$ cat src/hdl/ssfl_pkg.sv
// Shared types, constants and helpers for the substring search block.
// Used by every module of the block; depends on nothing.
`timescale 1ns / 1ps
`default_nettype none

package ssfl_pkg;

    localparam int BYTE_W = 8;
    localparam int POS_W  = 12;
    localparam int PAT_W  = 64;
    localparam int LEN_W  = 4;
    localparam int DATA_W = 64;
    localparam int ADDR_W = 5;

    localparam logic [BYTE_W-1:0] LOWER_A     = 8'h61;
    localparam logic [BYTE_W-1:0] LOWER_Z     = 8'h7A;
    localparam logic [BYTE_W-1:0] CASE_OFFSET = 8'h20;
    localparam logic [BYTE_W-1:0] END_BYTE    = 8'h00;

    // register index, taken from the address above the 8-byte offset
    typedef enum logic [1:0] {
        REG_PATTERN_BYTES  = 2'd0,
        REG_PATTERN_LENGTH = 2'd1,
        REG_IGNORE_CASE    = 2'd2,
        REG_FIND_LAST      = 2'd3
    } t_reg_idx;

    typedef struct packed {
        logic [BYTE_W-1:0] text_byte;
        logic              last_byte;
    } t_in;

    typedef struct packed {
        logic             found;
        logic [POS_W-1:0] match_position;
    } t_out;

    typedef struct packed {
        logic [PAT_W-1:0] pattern_bytes;
        logic [LEN_W-1:0] pattern_length;
        logic             ignore_case;
        logic             find_last;
    } t_cfg;

    // map a-z to A-Z when folding is on
    function automatic logic [BYTE_W-1:0] fold_byte(input logic [BYTE_W-1:0] b,
                                                    input logic en);
        logic [BYTE_W-1:0] r;
        r = b;
        if (en && (b inside {[LOWER_A:LOWER_Z]})) begin
            r = b - CASE_OFFSET;
        end
        return r;
    endfunction

endpackage

`default_nettype wire

$ cat src/hdl/ssfl_regs.sv
// APB-style configuration registers of the substring search block.
// Depends on ssfl_pkg for the register indexes and the config struct.
`timescale 1ns / 1ps
`default_nettype none

module ssfl_regs (
    input  wire logic                       i_clk,
    input  wire logic                       i_rst_n,
    input  wire logic                       psel,
    input  wire logic                       penable,
    input  wire logic                       pwrite,
    input  wire logic [ssfl_pkg::ADDR_W-1:0] paddr,
    input  wire logic [ssfl_pkg::DATA_W-1:0] pwdata,
    output logic      [ssfl_pkg::DATA_W-1:0] prdata,
    output logic                            pready,
    output ssfl_pkg::t_cfg                  o_cfg
);

    ssfl_pkg::t_cfg     r_cfg;
    ssfl_pkg::t_reg_idx idx;
    logic               wr;

    assign idx    = ssfl_pkg::t_reg_idx'(paddr[4:3]);
    assign wr     = psel && penable && pwrite;
    assign pready = 1'b1;
    assign o_cfg  = r_cfg;

    // write the addressed register on the access cycle
    always_ff @(posedge i_clk) begin
        if (!i_rst_n) begin
            r_cfg <= '0;
        end else if (wr) begin
            case (idx)
                ssfl_pkg::REG_PATTERN_BYTES:  r_cfg.pattern_bytes  <= pwdata;
                ssfl_pkg::REG_PATTERN_LENGTH: r_cfg.pattern_length <=
                                                  pwdata[ssfl_pkg::LEN_W-1:0];
                ssfl_pkg::REG_IGNORE_CASE:    r_cfg.ignore_case    <= pwdata[0];
                ssfl_pkg::REG_FIND_LAST:      r_cfg.find_last      <= pwdata[0];
                default: ;
            endcase
        end
    end

    // read back
    always_comb begin
        case (idx)
            ssfl_pkg::REG_PATTERN_BYTES:  prdata = r_cfg.pattern_bytes;
            ssfl_pkg::REG_PATTERN_LENGTH: prdata =
                ssfl_pkg::DATA_W'(r_cfg.pattern_length);
            ssfl_pkg::REG_IGNORE_CASE:    prdata = ssfl_pkg::DATA_W'(r_cfg.ignore_case);
            ssfl_pkg::REG_FIND_LAST:      prdata = ssfl_pkg::DATA_W'(r_cfg.find_last);
            default:                      prdata = '0;
        endcase
    end

endmodule

`default_nettype wire

$ cat src/hdl/ssfl_match.sv
// Parallel pattern comparators against the tail of the byte window.
// Depends on ssfl_pkg for the config struct and case folding.
`timescale 1ns / 1ps
`default_nettype none

module ssfl_match #(
    parameter int MAX_PATTERN = 8,
    parameter int CNT_W       = 12
) (
    input  wire logic [8*MAX_PATTERN-1:0]    i_window,
    input  wire logic [CNT_W-1:0]            i_count,
    input  wire ssfl_pkg::t_cfg              i_cfg,
    output logic                             o_hit,
    output logic      [ssfl_pkg::POS_W-1:0]  o_start
);

    localparam int LW = ssfl_pkg::LEN_W;
    localparam int SW = (CNT_W > ssfl_pkg::POS_W) ? CNT_W : ssfl_pkg::POS_W;

    logic [SW-1:0] cnt_x;
    logic [SW-1:0] len_x;
    logic [SW-1:0] diff;
    logic          enough;

    assign cnt_x   = SW'(i_count);
    assign len_x   = SW'(i_cfg.pattern_length);
    assign enough  = cnt_x >= len_x;
    assign diff    = cnt_x - len_x;
    assign o_start = diff[ssfl_pkg::POS_W-1:0];

    // one comparator set per candidate length, pick by the configured length
    always_comb begin
        logic m;
        o_hit = 1'b0;
        for (int l = 1; l <= MAX_PATTERN; l++) begin
            m = 1'b1;
            for (int i = 0; i < l; i++) begin
                if (ssfl_pkg::fold_byte(i_cfg.pattern_bytes[8*i +: 8], i_cfg.ignore_case)
                    != ssfl_pkg::fold_byte(i_window[8*(l-1-i) +: 8], i_cfg.ignore_case)) begin
                    m = 1'b0;
                end
            end
            if (i_cfg.pattern_length == LW'(l)) begin
                o_hit = m;
            end
        end
        if (!enough) begin
            o_hit = 1'b0;
        end
    end

endmodule

`default_nettype wire

$ cat src/hdl/ssfl_core.sv
// Text state of the substring search: window, count and match positions.
// Depends on ssfl_pkg and instantiates ssfl_match.
`timescale 1ns / 1ps
`default_nettype none

module ssfl_core #(
    parameter int MAX_TEXT    = 4096,
    parameter int MAX_PATTERN = 8
) (
    input  wire logic    i_clk,
    input  wire logic    i_rst_n,
    input  wire logic    i_step,
    input  wire ssfl_pkg::t_in  i_word,
    input  wire ssfl_pkg::t_cfg i_cfg,
    output ssfl_pkg::t_out o_res
);

    localparam int CNT_W = $clog2(MAX_TEXT);
    localparam int WIN_W = 8 * MAX_PATTERN;
    localparam int PW    = ssfl_pkg::POS_W;

    logic [WIN_W-1:0] r_win,   n_win;
    logic [CNT_W-1:0] r_cnt,   n_cnt;
    logic [PW-1:0]    r_first, n_first;
    logic [PW-1:0]    r_last,  n_last;
    logic             r_any,   n_any;
    logic             r_ended, n_ended;

    logic [WIN_W-1:0] win_sh;
    logic [CNT_W-1:0] cnt_inc;
    logic             take;
    logic             hit;
    logic             new_match;
    logic [PW-1:0]    start;
    logic [PW-1:0]    pos;

    // shifted window and count as they stand after this byte
    generate
        if (MAX_PATTERN > 1) begin : g_shift
            assign win_sh = {r_win[WIN_W-9:0], i_word.text_byte};
        end else begin : g_one
            assign win_sh = i_word.text_byte;
        end
    endgenerate
    assign cnt_inc = r_cnt + CNT_W'(1);

    // a byte counts only before the end byte and below the length limit
    assign take = !r_ended && (i_word.text_byte != ssfl_pkg::END_BYTE)
                  && (r_cnt < CNT_W'(MAX_TEXT - 1));

    ssfl_match #(
        .MAX_PATTERN (MAX_PATTERN),
        .CNT_W       (CNT_W)
    ) u_match (
        .i_window (win_sh),
        .i_count  (cnt_inc),
        .i_cfg    (i_cfg),
        .o_hit    (hit),
        .o_start  (start)
    );

    assign new_match = take && hit;

    // next text state
    always_comb begin
        n_win   = take ? win_sh  : r_win;
        n_cnt   = take ? cnt_inc : r_cnt;
        n_any   = r_any || new_match;
        n_first = (new_match && !r_any) ? start : r_first;
        n_last  = new_match ? start : r_last;
        n_ended = r_ended || (i_word.text_byte == ssfl_pkg::END_BYTE);
    end

    // result as it would leave on a last word
    assign pos   = i_cfg.find_last ? n_last : n_first;
    assign o_res = '{found: n_any, match_position: (n_any ? pos : '0)};

    // advance on each step, clear after the last word of a text
    always_ff @(posedge i_clk) begin
        if (!i_rst_n) begin
            r_win   <= '0;
            r_cnt   <= '0;
            r_first <= '0;
            r_last  <= '0;
            r_any   <= 1'b0;
            r_ended <= 1'b0;
        end else if (i_step) begin
            if (i_word.last_byte) begin
                r_win   <= '0;
                r_cnt   <= '0;
                r_first <= '0;
                r_last  <= '0;
                r_any   <= 1'b0;
                r_ended <= 1'b0;
            end else begin
                r_win   <= n_win;
                r_cnt   <= n_cnt;
                r_first <= n_first;
                r_last  <= n_last;
                r_any   <= n_any;
                r_ended <= n_ended;
            end
        end
    end

endmodule

`default_nettype wire

$ cat src/hdl/substring_search_first_last.sv
// Streaming substring search reporting the first or last match start per text.
// One word per cycle unless a held result stalls a last word; an input register
// and a result register bound the single compare stage. The result is loaded
// when the word flagged last steps, later while a stalled result holds it back.
// Reset (synchronous, active low) clears the text state, the config registers
// and both valid flags. Depends on ssfl_pkg, ssfl_regs, ssfl_core.
`timescale 1ns / 1ps
`default_nettype none

module substring_search_first_last #(
    parameter int MAX_TEXT    = 4096,
    parameter int MAX_PATTERN = 8
) (
    input  wire logic                        i_clk,
    input  wire logic                        i_rst_n,
    input  wire logic                        i_in_valid,
    output logic                             o_in_stall,
    input  wire ssfl_pkg::t_in               i_in_word,
    output logic                             o_out_valid,
    input  wire logic                        i_out_stall,
    output ssfl_pkg::t_out                   o_out_word,
    input  wire logic                        psel,
    input  wire logic                        penable,
    input  wire logic                        pwrite,
    input  wire logic [ssfl_pkg::ADDR_W-1:0] paddr,
    input  wire logic [ssfl_pkg::DATA_W-1:0] pwdata,
    output logic      [ssfl_pkg::DATA_W-1:0] prdata,
    output logic                             pready
);

    ssfl_pkg::t_cfg cfg;
    ssfl_pkg::t_in  r_in;
    logic           r_in_vld;
    ssfl_pkg::t_out r_out;
    logic           r_out_vld;
    ssfl_pkg::t_out res;
    logic           out_free;
    logic           step;
    logic           in_take;

    ssfl_regs u_regs (
        .i_clk   (i_clk),
        .i_rst_n (i_rst_n),
        .psel    (psel),
        .penable (penable),
        .pwrite  (pwrite),
        .paddr   (paddr),
        .pwdata  (pwdata),
        .prdata  (prdata),
        .pready  (pready),
        .o_cfg   (cfg)
    );

    ssfl_core #(
        .MAX_TEXT    (MAX_TEXT),
        .MAX_PATTERN (MAX_PATTERN)
    ) u_core (
        .i_clk   (i_clk),
        .i_rst_n (i_rst_n),
        .i_step  (step),
        .i_word  (r_in),
        .i_cfg   (cfg),
        .o_res   (res)
    );

    // a word steps unless it is a last word with no room for its result
    assign out_free   = !r_out_vld || !i_out_stall;
    assign step       = r_in_vld && (!r_in.last_byte || out_free);
    assign o_in_stall = r_in_vld && !step;
    assign in_take    = i_in_valid && !o_in_stall;

    // input register
    always_ff @(posedge i_clk) begin
        if (!i_rst_n) begin
            r_in_vld <= 1'b0;
        end else if (in_take) begin
            r_in_vld <= 1'b1;
        end else if (step) begin
            r_in_vld <= 1'b0;
        end
    end

    always_ff @(posedge i_clk) begin
        if (in_take) begin
            r_in <= i_in_word;
        end
    end

    // result register: load on a last word, drop once taken
    always_ff @(posedge i_clk) begin
        if (!i_rst_n) begin
            r_out_vld <= 1'b0;
        end else if (step && r_in.last_byte) begin
            r_out_vld <= 1'b1;
        end else if (!i_out_stall) begin
            r_out_vld <= 1'b0;
        end
    end

    always_ff @(posedge i_clk) begin
        if (step && r_in.last_byte) begin
            r_out <= res;
        end
    end

    assign o_out_valid = r_out_vld;
    assign o_out_word  = r_out;

    // a missing match always reports position zero
    a_zero_pos: assert property (@(posedge i_clk) disable iff (!i_rst_n)
        o_out_valid && !o_out_word.found |-> o_out_word.match_position == '0)
        else $error("match position set without a match");

    // a last word that steps shows its result next cycle
    a_result_follows: assert property (@(posedge i_clk) disable iff (!i_rst_n)
        step && r_in.last_byte |=> o_out_valid)
        else $error("result missing after last word");

    // never overwrite a held result
    a_no_overwrite: assert property (@(posedge i_clk) disable iff (!i_rst_n)
        r_out_vld && i_out_stall && step |-> !r_in.last_byte)
        else $error("held result overwritten");

    // an empty input register never stalls the sender
    a_empty_no_stall: assert property (@(posedge i_clk) disable iff (!i_rst_n)
        !r_in_vld |-> !o_in_stall)
        else $error("stall with empty input register");

endmodule

`default_nettype wire

$ cat config.mk
export PLATFORM = sky130hd
export DESIGN_NAME = substring_search_first_last
export DESIGN_NICKNAME = d
export VERILOG_FILES = /design/src/hdl/ssfl_pkg.sv /design/src/hdl/ssfl_regs.sv /design/src/hdl/ssfl_match.sv /design/src/hdl/ssfl_core.sv /design/src/hdl/substring_search_first_last.sv
export SDC_FILE = /design/constraint.sdc
export NUM_CORES = 1
export LEC_CHECK = 0
export BUFFER_PORTS_ARGS = -buffer_cell sky130_fd_sc_hd__buf_2
export CORE_MARGIN = 5
export CORE_UTILIZATION = 42
export DETAILED_ROUTE_END_ITERATION = 10
export PLACE_DENSITY_LB_ADDON = 0.25
export REMOVE_ABC_BUFFERS = 1
export SYNTH_ARGS = -nofsm -noshare
export SYNTH_HDL_FRONTEND = slang
export SYNTH_SLANG_ARGS = --single-unit
$ cat constraint.sdc
create_clock -name i_clk -period 4.1 [get_ports i_clk]
set_clock_uncertainty 0.1 [all_clocks]
set_input_delay 0.615 -clock i_clk [delete_from_list [all_inputs] [get_ports i_clk]]
set_output_delay 0.615 -clock i_clk [all_outputs]
set_load 0.01 [all_outputs]
=== After elaboration in Yosys (flattened, before gate mapping) ===
Index checks and enable logic that the tools add are counted.

* Register bits: 188
* Word-level logic and storage cells: 256
* Input bits: 85
* Output and inout port bits: 80

* $lt $le $gt $ge: 34
* Eq/ne operators: 48
* Mux-type cells: 77
* Add/sub/neg operators: 18
* Reductions and logical operators: 63

{| class="wikitable"
|+ Operators with widths
! cell !! count
|-
| inequality test 8 bit || 36
|-
| case mux 64 bit (4 select lines) || 1
|-
| >= comparator 8 x 7 -> 1 bit (second input constant) || 16
|-
| less-or-equal comparator 8 x 7 -> 1 bit (second input constant) || 16
|-
| two-way mux 8 bit || 16
|-
| subtractor 8 x 6 -> 8 bit (second input constant) || 16
|-
| two-way mux 56 bit || 2
|-
| two-way mux 12 bit || 7
|-
| two-way mux 1 bit || 51
|-
| logical AND 1 bit || 42
|-
| == test 4 x 3 -> 1 bit (second input constant) || 4
|-
| adder 12 x 1 -> 12 bit (second input constant) || 1
|-
| >= comparator 12 x 4 -> 1 bit || 1
|-
| less-than comparator 12 bit (second input constant) || 1
|-
| subtractor 12 x 4 -> 12 bit || 1
|-
| AND reduction 2 bit || 5
|-
| == test 4 x 2 -> 1 bit (second input constant) || 2
|-
| zero test 8 bit || 1
|-
| nonzero test 8 bit || 1
|-
| zero test 1 bit || 7
|-
| == test 2 bit (second input constant) || 2
|-
| == test 4 x 1 -> 1 bit (second input constant) || 1
|-
| == test 4 bit (second input constant) || 1
|-
| logical OR 1 bit || 4
|-
| other kinds (4) || 5
|}

=== Depth between registers and ports, before layout ===
Gate-level depths: netlist of run 1.

* Depth in word-level cells: 19
* Mapped depth: 15
* Mapped depth without buffers: 13

=== Modules after synthesis ===
A second synthesis of run 1 with hierarchy kept.

* Cells, all modules: 1,651
* Area total of the unflattened synthesis: 13,744.4 um^2

{| class="wikitable"
|+ Modules (own cells, without submodules)
! module !! area each (um^2) !! times used !! cells an instance !! sequential area each (um^2)
|-
| ssfl_match || 5,460.2 || 1 || 739 || 0.0
|-
| ssfl_core || 4,166.5 || 1 || 499 || 1,881.8
|-
| ssfl_regs || 3,362.0 || 1 || 380 || 1,401.3
|-
| substring_search_first_last || 755.7 || 1 || 33 || 700.7
|}

=== Least setup slack after synthesis of run 1 ===
Ideal clock, no wire load.

* Path type: register -> register
* Start point: register u_regs.r_cfg (netlist bit u_regs.o_cfg[39])
* End point: register r_out (netlist bit o_out_word[10]) (data pin)
* Cell stages (with the launch flop): 14
* Setup time: 259 ps
* Clock period less this slack: 3,524 ps
* Data arrival time: 3,166 ps
* Slack: 576 ps
* Buffers on the path: 3
* Required time: 3,741 ps
* Cell sequence: dfxtp_1 > buf_6 > or4_4 > o21ai_2 > nor2_1 > a41o_4 > xor2_1 > or4_4 > nor3_4 > nor4_4 > or2_1 > buf_6 > buf_6 > a211o_1

* Longest elaborated chain between the ends: 15
* Elaborated cells on any way between the ends: 31
* Classes of those cells: add/sub (1); order compare (2); eq/ne (4); mux (19); reduce/logical (5)

{| class="wikitable"
|+ Ends and longest elaborated chain
! item !! line !! RTL
|-
| from (decl) || ssfl_regs.sv:19 || <nowiki>ssfl_pkg::t_cfg r_cfg;</nowiki>
|-
| >= comparator 8 x 7 -> 1 bit or less-or-equal comparator 8 x 7 -> 1 bit (tied branches) || ssfl_pkg.sv:50 || <nowiki>if (en && (b inside {[LOWER_A:LOWER_Z]})) begin</nowiki>
|-
| logical AND 1 bit (2 in series) || ssfl_pkg.sv:50 ||
|-
| two-way mux 8 bit (*) || ssfl_pkg.sv:50 ||
|-
| inequality test 8 bit || ssfl_match.sv:39 || <nowiki>!= ssfl_pkg::fold_byte(i_window[8*(l-1-i) +: 8], i_cfg.ignore_case)) begin</nowiki>
|-
| two-way mux 1 bit || ssfl_match.sv:38 || <nowiki>if (ssfl_pkg::fold_byte(i_cfg.pattern_bytes[8*i +: 8], i_cfg.ignore_case)</nowiki>
|-
| two-way mux 1 bit, on equally long branches (3 in series) || ssfl_match.sv:43, ssfl_match.sv:38 ||
|-
| two-way mux 1 bit (*) || ssfl_match.sv:43 || <nowiki>if (i_cfg.pattern_length == LW'(l)) begin</nowiki>
|-
| two-way mux 1 bit (*) || ssfl_match.sv:47 || <nowiki>if (!enough) begin</nowiki>
|-
| logical AND 1 bit (*) || ssfl_core.sv:62 || <nowiki>assign new_match = take && hit;</nowiki>
|-
| logical AND 1 bit || ssfl_core.sv:69 || <nowiki>n_first = (new_match && !r_any) ? start : r_first;</nowiki>
|-
| two-way mux 12 bit || ssfl_core.sv:69 ||
|-
| two-way mux 12 bit || ssfl_core.sv:75 || <nowiki>assign pos = i_cfg.find_last ? n_last : n_first;</nowiki>
|-
| to (signal assigned) || substring_search_first_last.sv:102 || <nowiki>r_out <= res;</nowiki>
|-
| to (decl) || substring_search_first_last.sv:34 || <nowiki>ssfl_pkg::t_out r_out;</nowiki>
|}

Every way passes the cells marked *; elsewhere a longest branch is shown, timed or not.
A chain may end at the register's enable or synchronous reset.

=== Worst setup path after layout of run 1 ===
* Start point: register u_regs.r_cfg (netlist bit u_regs.o_cfg[1])
* End point: register r_out (netlist bit o_out_word[0]) (data pin)

* Longest elaborated chain between the ends: 17
* Elaborated cells on any way between the ends: 119
* Classes of those cells: eq/ne (36); mux (64); reduce/logical (19)

{| class="wikitable"
|+ Ends and longest elaborated chain
! item !! line
|-
| logical AND 1 bit || ssfl_pkg.sv:50
|-
| two-way mux 8 bit || ssfl_pkg.sv:50
|-
| inequality test 8 bit || ssfl_match.sv:39
|-
| two-way mux 1 bit || ssfl_match.sv:38
|-
| two-way mux 1 bit, on equally long branches (7 in series) || ssfl_match.sv:43, ssfl_match.sv:38
|-
| two-way mux 1 bit (*) || ssfl_match.sv:43
|-
| two-way mux 1 bit (*) || ssfl_match.sv:47
|-
| logical AND 1 bit (*) || ssfl_core.sv:62
|-
| logical AND 1 bit || ssfl_core.sv:69
|-
| two-way mux 12 bit || ssfl_core.sv:69
|-
| two-way mux 12 bit || ssfl_core.sv:75
|}

Marks and branches as above.

==> impl_metrics.tcl, run 1 <==
set metrics [dict create \
    critPathLaunchType "register" \
    ir_drop_v 0.000315 \
    pwr-share-comb_pct 11.1 \
    p_sw_mw 1.15 \
    crit_path_max_fanout 16 \
    routed_via_density 5.60 \
    r2r_end "o_out_word[0]" \
    start_util_pct 42.5 \
    ant_nets 0 \
    fmax_ghz 0.248 \
    finalSetupViolCount 0 \
    maxSlewViolCount 0 \
    worstHoldStart "i_in_word[0]" \
    regToRegSetupSlack_ps 70 \
    die_w_um 189 \
    holdPathEnd "r_in[0]" \
    rr_worst_depth 13 \
    grt_busiest_layer "met2" \
    reg2reg_from "u_regs.o_cfg[1]" \
    synth_edf_count 22 \
    endpoint_kind "register" \
    area_delta_synth_final_pct 20.5 \
    cts_root_buf "clkbuf_16" \
    yosys-top-cells-area "dfxtp_1 (25%), xor2_1 (11%), xnor2_1 (9.7%)" \
    place.gp.congestion 0.973 \
    fin_crit_ps 4030 \
    ctsLongestPathBuffers 2 \
    die_y_um 189 \
    clk_pin_slew_ps 90 \
    critPathKind "reg -> reg" \
    grt_pass1_wl_um 69200 \
    synth_cell_type_count 68 \
    final.period_utilization_pct 98.2 \
    cts_tree "yes" \
    yosysWarnings 0 \
    grt_max_degree 136 \
    yosys-top-cells-count "nand2_1 (185), dfxtp_1 (166), xor2_1 (161), xnor2_1 (148), clkbuf_1 (76)" \
    tightest_slew_ps 1200 \
    switching_share_pct 27.7 \
    yosysTopAreaCell "dfxtp_1" \
    drtIter0Drc 1009 \
    pwr-share-seq_pct 45.8 \
    avgSynthCellArea_um2 8.33 \
    relSlewSlack_pct 20.0 \
    rsz0062_at_grt "yes" \
    synth.yosys.seq_area_share_pct 29.7 \
    drc 0 \
    core_area_um2 31600 \
    leakage_nw 6.27 \
    layout-drive-gt1-share_pct 22.6 \
    pre_cts_slack_ps -304 \
    synth_seq_cells 188 \
    hold_path_class "in -> reg" \
    pwr_density_cell_nw_per_um2 257 \
    status "completed" \
    first_pass_iters 7 \
    routedWlPerCell_um 20.0 \
    hold_depth 1 \
    antenna_found_initial 0 \
    nNetsFinal 1907 \
    multi_input_area_um2 8720 \
    ios 165 \
    met2_usage_pct 40.0 \
    use_met3_pct 5.26 \
    worst_skew_pair.late_latency_ps 470 \
    gr-total-overflow 0 \
    yosysTopAreaCellShare_pct 24.8 \
    fillCellCount 3050 \
    port_buffers 160 \
    synthArstFlopShare_pct 0 \
    ys.flop_type "dfxtp_1" \
    n_antenna_cell 0 \
    clock-sinks 188 \
    clockPowerShare_pct 43.2 \
    hold_buffers 0 \
    dieArea_um2 35600 \
    routed_wl_um 44400 \
    num_vias 12413 \
    synthCells 1609 \
    grt_usage_pct 24.5 \
    h-tree-depth 4 \
    synth_most_common_cell "nand2_1" \
    numCtsBuffers 17 \
    placed_cells 2171 \
    grt_pass1_vias 12092 \
    grt_use_met1_pct 32.0 \
    dp_hpwl_um 32800 \
    power.internal_mw 3.01 \
    cp.arrival_ps 4130 \
    worst_slack_ps 73.9 \
    maxCapViolations 0 \
    hold_viol 0 \
    crit_required_ps 4200 \
    rows 65 \
    synth.cell_area_um2 13400 \
    regArea_um2 3980 \
    instances_no_fill 2215 \
]
==> cell usage in the layout, fill, tap and decap left out, drive strengths merged, types with 3 or more instances in the layout <==
cell type  instances
a2111oi           10
a211o             10
a21boi            65
a21oi             23
a22oi             61
a2bb2o             8
and2              56
and3              14
buf              319
clkbuf            17
clkinv             6
dfxtp            166
edfxtp            22
ha                21
inv               78
mux2i             10
nand2            185
nand2b             5
nand3             35
nand4             41
nor2              33
nor2b             75
nor3              42
nor3b              3
nor4              52
o21a               4
o21ai             27
o21bai             4
o221ai             3
o2bb2ai            9
o31a               6
o31ai             18
o32ai              5
o41ai             22
or3                5
or4               19
xnor2            148
xor2             161
==> flip-flops by register name, indices dropped and copies added (netlist names) <==
signal	count
u_core.r_first	12
u_core.r_win	56
o_out_valid	1
r_in	9
u_core.r_last	12
u_core.r_any	1
u_core.r_ended	1
o_out_word	13
u_regs.o_cfg	70
u_core.r_cnt	12
r_in_vld	1
==> power groups by stage <==
stage / sequential (mW) / clock, mW / combinational (mW)
after CTS: 1.90 / 1.82 / 0.445
after global placement: 1.94 / 0 / 0.436
after global routing: 1.90 / 1.89 / 0.499
after detailed placement: 1.94 / 0 / 0.441
final: 1.90 / 1.79 / 0.460
after floorplan: 1.96 / 0 / 0.220
==> how the worst max path moves through the flow <==
stage	from	endpoint	slack, ps	cells after the start
6_report	u_regs.o_cfg[1]	o_out_word[0]	70	13
5_1_grt	r_in[2]	u_core.r_first[11]	-60	15
4_1_cts	r_in[2]	u_core.r_first[11]	10	13
3_5_place_dp	u_regs.o_cfg[47]	u_core.r_first[11]	-300	13
3_3_place_gp	u_regs.o_cfg[47]	o_out_word[9]	-310	13
2_1_floorplan	u_core.r_cnt[0]	u_core.r_cnt[1]	-1430	8
==> what timing repair did <==
action,4_1_cts,5_1_grt
endpoints found under the setup margin,37,29
pin swaps,0,9
resized for setup,7,27
hold endpoints to repair,0,0
cloned,0,0
buffers inserted,0,12
==> worst max-delay path, cell delays in order, from the launching register on <==
cell	delay (ps)
dfxtp_1	370
buf_12	190
buf_4	170
o21ai_2	130
o41ai_2	610
buf_4	290
xor2_1	80
nor4_1	340
nand3_1	140
nor4_2	430
nor4_4	90
buf_4	200
o2111ai_1	210
or3b_1	390
==> final cells by class <==
class                      instances  area share [%]
clock buffer                      17            2.63
inverter                          73            1.70
tap                              402            3.11
clock inverter                    15            1.24
sequential                       188            24.7
timing repair buffer             319            12.7
multi-input combinational       1201            54.0
==> metal layers <==
| layer | up-vias | wire length [um] |
|---|---|---|
| met4 | 0 | 1360 |
| met2 | 454 | 20600 |
| li1 | 5919 | - |
| met5 | - | 0 |
| met1 | 5955 | 19500 |
| met3 | 85 | 2940 |
==> cell families after synthesis <==
family                   share of synthesized area [%]
AND/OR/NAND/NOR                                   22.7
XOR/XNOR                                          20.2
AO/OA/AOI/OAI                                     17.4
buffers and inverters                             6.97
flip-flops                                        29.7
adder cells (fa/ha/maj)                           2.11
multiplexers                                     0.915
other                                           0.0280
==> per-stage QoR <==
step / util, % / total power [mW] / hold WS, ps / instance area (um^2) / TNS (ps)
after floorplan: - / 2.18 / 331 / 12700 / -108630
after global placement: 48.3 / 2.38 / 340 / 15200 / -6740
after detailed placement: 48.3 / 2.38 / 345 / 15200 / -5650
after CTS: 50.4 / 4.16 / 204 / 15900 / 0
after global routing: 51.2 / 4.29 / 206 / 16200 / -283
final: 51.2 / 4.16 / 222 / 16200 / 0
Power figures use the tool's default switching activity.
==> run 2, diff against run 1 <==
--- a/config.mk
+++ b/config.mk
@@ -7,9 +7,11 @@
 export LEC_CHECK = 0
 export BUFFER_PORTS_ARGS = -buffer_cell sky130_fd_sc_hd__buf_2
 export CORE_MARGIN = 5
-export CORE_UTILIZATION = 42
+export CORE_UTILIZATION = 55
 export DETAILED_ROUTE_END_ITERATION = 10
+export GPL_TIMING_DRIVEN = 0
 export PLACE_DENSITY_LB_ADDON = 0.25
+export RECOVER_POWER = 100
 export REMOVE_ABC_BUFFERS = 1
 export SYNTH_ARGS = -nofsm -noshare
 export SYNTH_HDL_FRONTEND = slang
==> run 2 against run 1 <==
Effect of this change:
- the flow now finishes with violations (max-capacitance violations, max-slew violations, negative setup slack)
- clock power hardly changed
- via count up 1.1%
- register-to-register slack worse by 90 ps
- cell count is 7.6% lower
- wire length is 3.0% lower
- total power down 0.59%
- critical path depth decreased by 2
==> impl_metrics.tcl, run 2 (same netlist as run 1, synthesis figures left out) <==
set metrics [dict create \
    clock-sinks 188 \
    grt_max_degree 101 \
    fillCellCount 2055 \
    status "complete, but fails checks" \
    place.gp.congestion 0.973 \
    regToRegSetupSlack_ps -20 \
    placed_cells 1958 \
    fmax_ghz 0.243 \
    dieArea_um2 27600 \
    ios 165 \
    routedWlPerCell_um 21.1 \
    endpoint_kind "register" \
    final.period_utilization_pct 100 \
    port_buffers 160 \
    pre_cts_slack_ps -1470 \
    ctsLongestPathBuffers 2 \
    num_vias 12555 \
    grt_pass1_wl_um 65900 \
    area_delta_synth_final_pct 16.4 \
    cts_tree "yes" \
    worst_skew_pair.late_latency_ps 450 \
    n_antenna_cell 0 \
    drtIter0Drc 1428 \
    largest_reg_flops 70 \
    die_y_um 166 \
    clk_pin_slew_ps 80 \
    gr-total-overflow 0 \
    worstHoldStart "i_in_word[0]" \
    multi_input_area_um2 8990 \
    failed_checks "max-capacitance violations, max-slew violations, negative setup slack" \
    layout-drive-gt1-share_pct 16.4 \
    reg2reg_from "u_regs.o_cfg[39]" \
    cpMaxStageDelayCell "or4_4" \
    grt_usage_pct 29.4 \
    grt_pass1_vias 11608 \
    antenna_found_initial 0 \
    critPathLaunchType "register" \
    crit_required_ps 4190 \
    routed_wl_um 43100 \
    layout_commonest_cell "nand2_1" \
    core_area_um2 24200 \
    cp.arrival_ps 4200 \
    nNetsFinal 1816 \
    cpMostUsedCell "or4_4" \
    maxCapViolations 1 \
    maxSlewViolCount 32 \
    startpoint "u_regs.o_cfg[39]" \
    pwr_density_cell_nw_per_um2 265 \
    start_util_pct 55.4 \
    fin_crit_ps 4120 \
    numCtsBuffers 17 \
    die_w_um 166 \
    hold_viol 0 \
    leakage_nw 5.56 \
    rows 57 \
    crit_chain "or4_4 -> o21ai_2 -> nor2_1 -> a41o_4 -> xor2_1 -> or4_4 -> nor3_4 -> buf_4 -> nor4_2 -> or2_4 -> a211o_1" \
    worst_slack_ps -16.5 \
    instances_no_fill 2046 \
    hold_path_class "in -> reg" \
    routed_via_density 6.14 \
    cts_root_buf "clkbuf_16" \
    critPathMaxStageDelay_ps 590 \
    regArea_um2 4010 \
    layout_common_cells "nand2_1 (185), xor2_1 (160), xnor2_1 (148)" \
    first_pass_iters 5 \
    ir_drop_v 0.000275 \
    finalSetupViolCount 1 \
    crit_path_max_fanout 16 \
    critPathKind "reg -> reg" \
    h-tree-depth 4 \
    p_total_mw 4.13 \
    tightest_slew_ps 1730 \
    drc 0 \
    ant_nets 0 \
    dp_hpwl_um 28800 \
    relSlewSlack_pct -15.4 \
]
run 2: where the power goes:
part,total [mW],switching [mW],internal [mW]
registers,1.93,0.0518,1.88
logic,0.427,0.244,0.183
clock network,1.77,0.923,0.851
total,4.13,1.22,2.91
run 2: final cells by class:
class	instances	area share, %
Inverter	73	1.76
Clock inverter	15	1.31
Multi-Input combinational cell	1205	57.7
Clock buffer	17	2.73
Tap cell	324	2.60
Sequential cell	188	25.7
Timing Repair Buffer	224	8.22
run 2: metrics by stage:
stage / hold slack (ps) / cell area [um^2] / TNS (ps) / util, %
2_1_floorplan: 331 / 12700 / -108630 / -
3_3_place_gp: 344 / 13900 / -523900 / 57.7
3_5_place_dp: 355 / 14100 / -45960 / 58.5
4_1_cts: 237 / 15200 / 0 / 63.0
5_1_grt: 226 / 15600 / -527 / 64.5
6_report: 240 / 15600 / -16.5 / 64.5
run 2: worst paths after layout:
path,end,cells past startpoint
worst min register to register,u_core.r_first[4],2
worst min-delay path,r_in[0],1
worst max register to register,o_out_word[2],11
worst max-delay path,o_out_word[2],11
run 2: critical path, delay by kind of cell, from the launching register on:
family,cells,cell delay (ps)
AO/OA/AOI/OAI,3,980
buffers and inverters,1,190
XOR/XNOR,1,160
AND/OR/NAND/NOR,6,1970
flip-flops,1,450
run 2: metal layers:
layer,share of wire [%],wire length (um),vias to the layer above,GRT usage (%)
met4,3.2,1380,0,9.51
met1,43,18400,6010,41.6
li1,-,-,5766,-
met3,8.8,3800,118,5.28
met2,45,19500,661,45.8
met5,0,0,-,0
run 2: timing repair:
item / CTS / global route
hold buffers: 0 / 0
pin swaps: 9 / 16
resized for setup: 61 / 26
gates cloned: 1 / 3
endpoints found under the setup margin: 38 / 38
setup buffers: 14 / 38
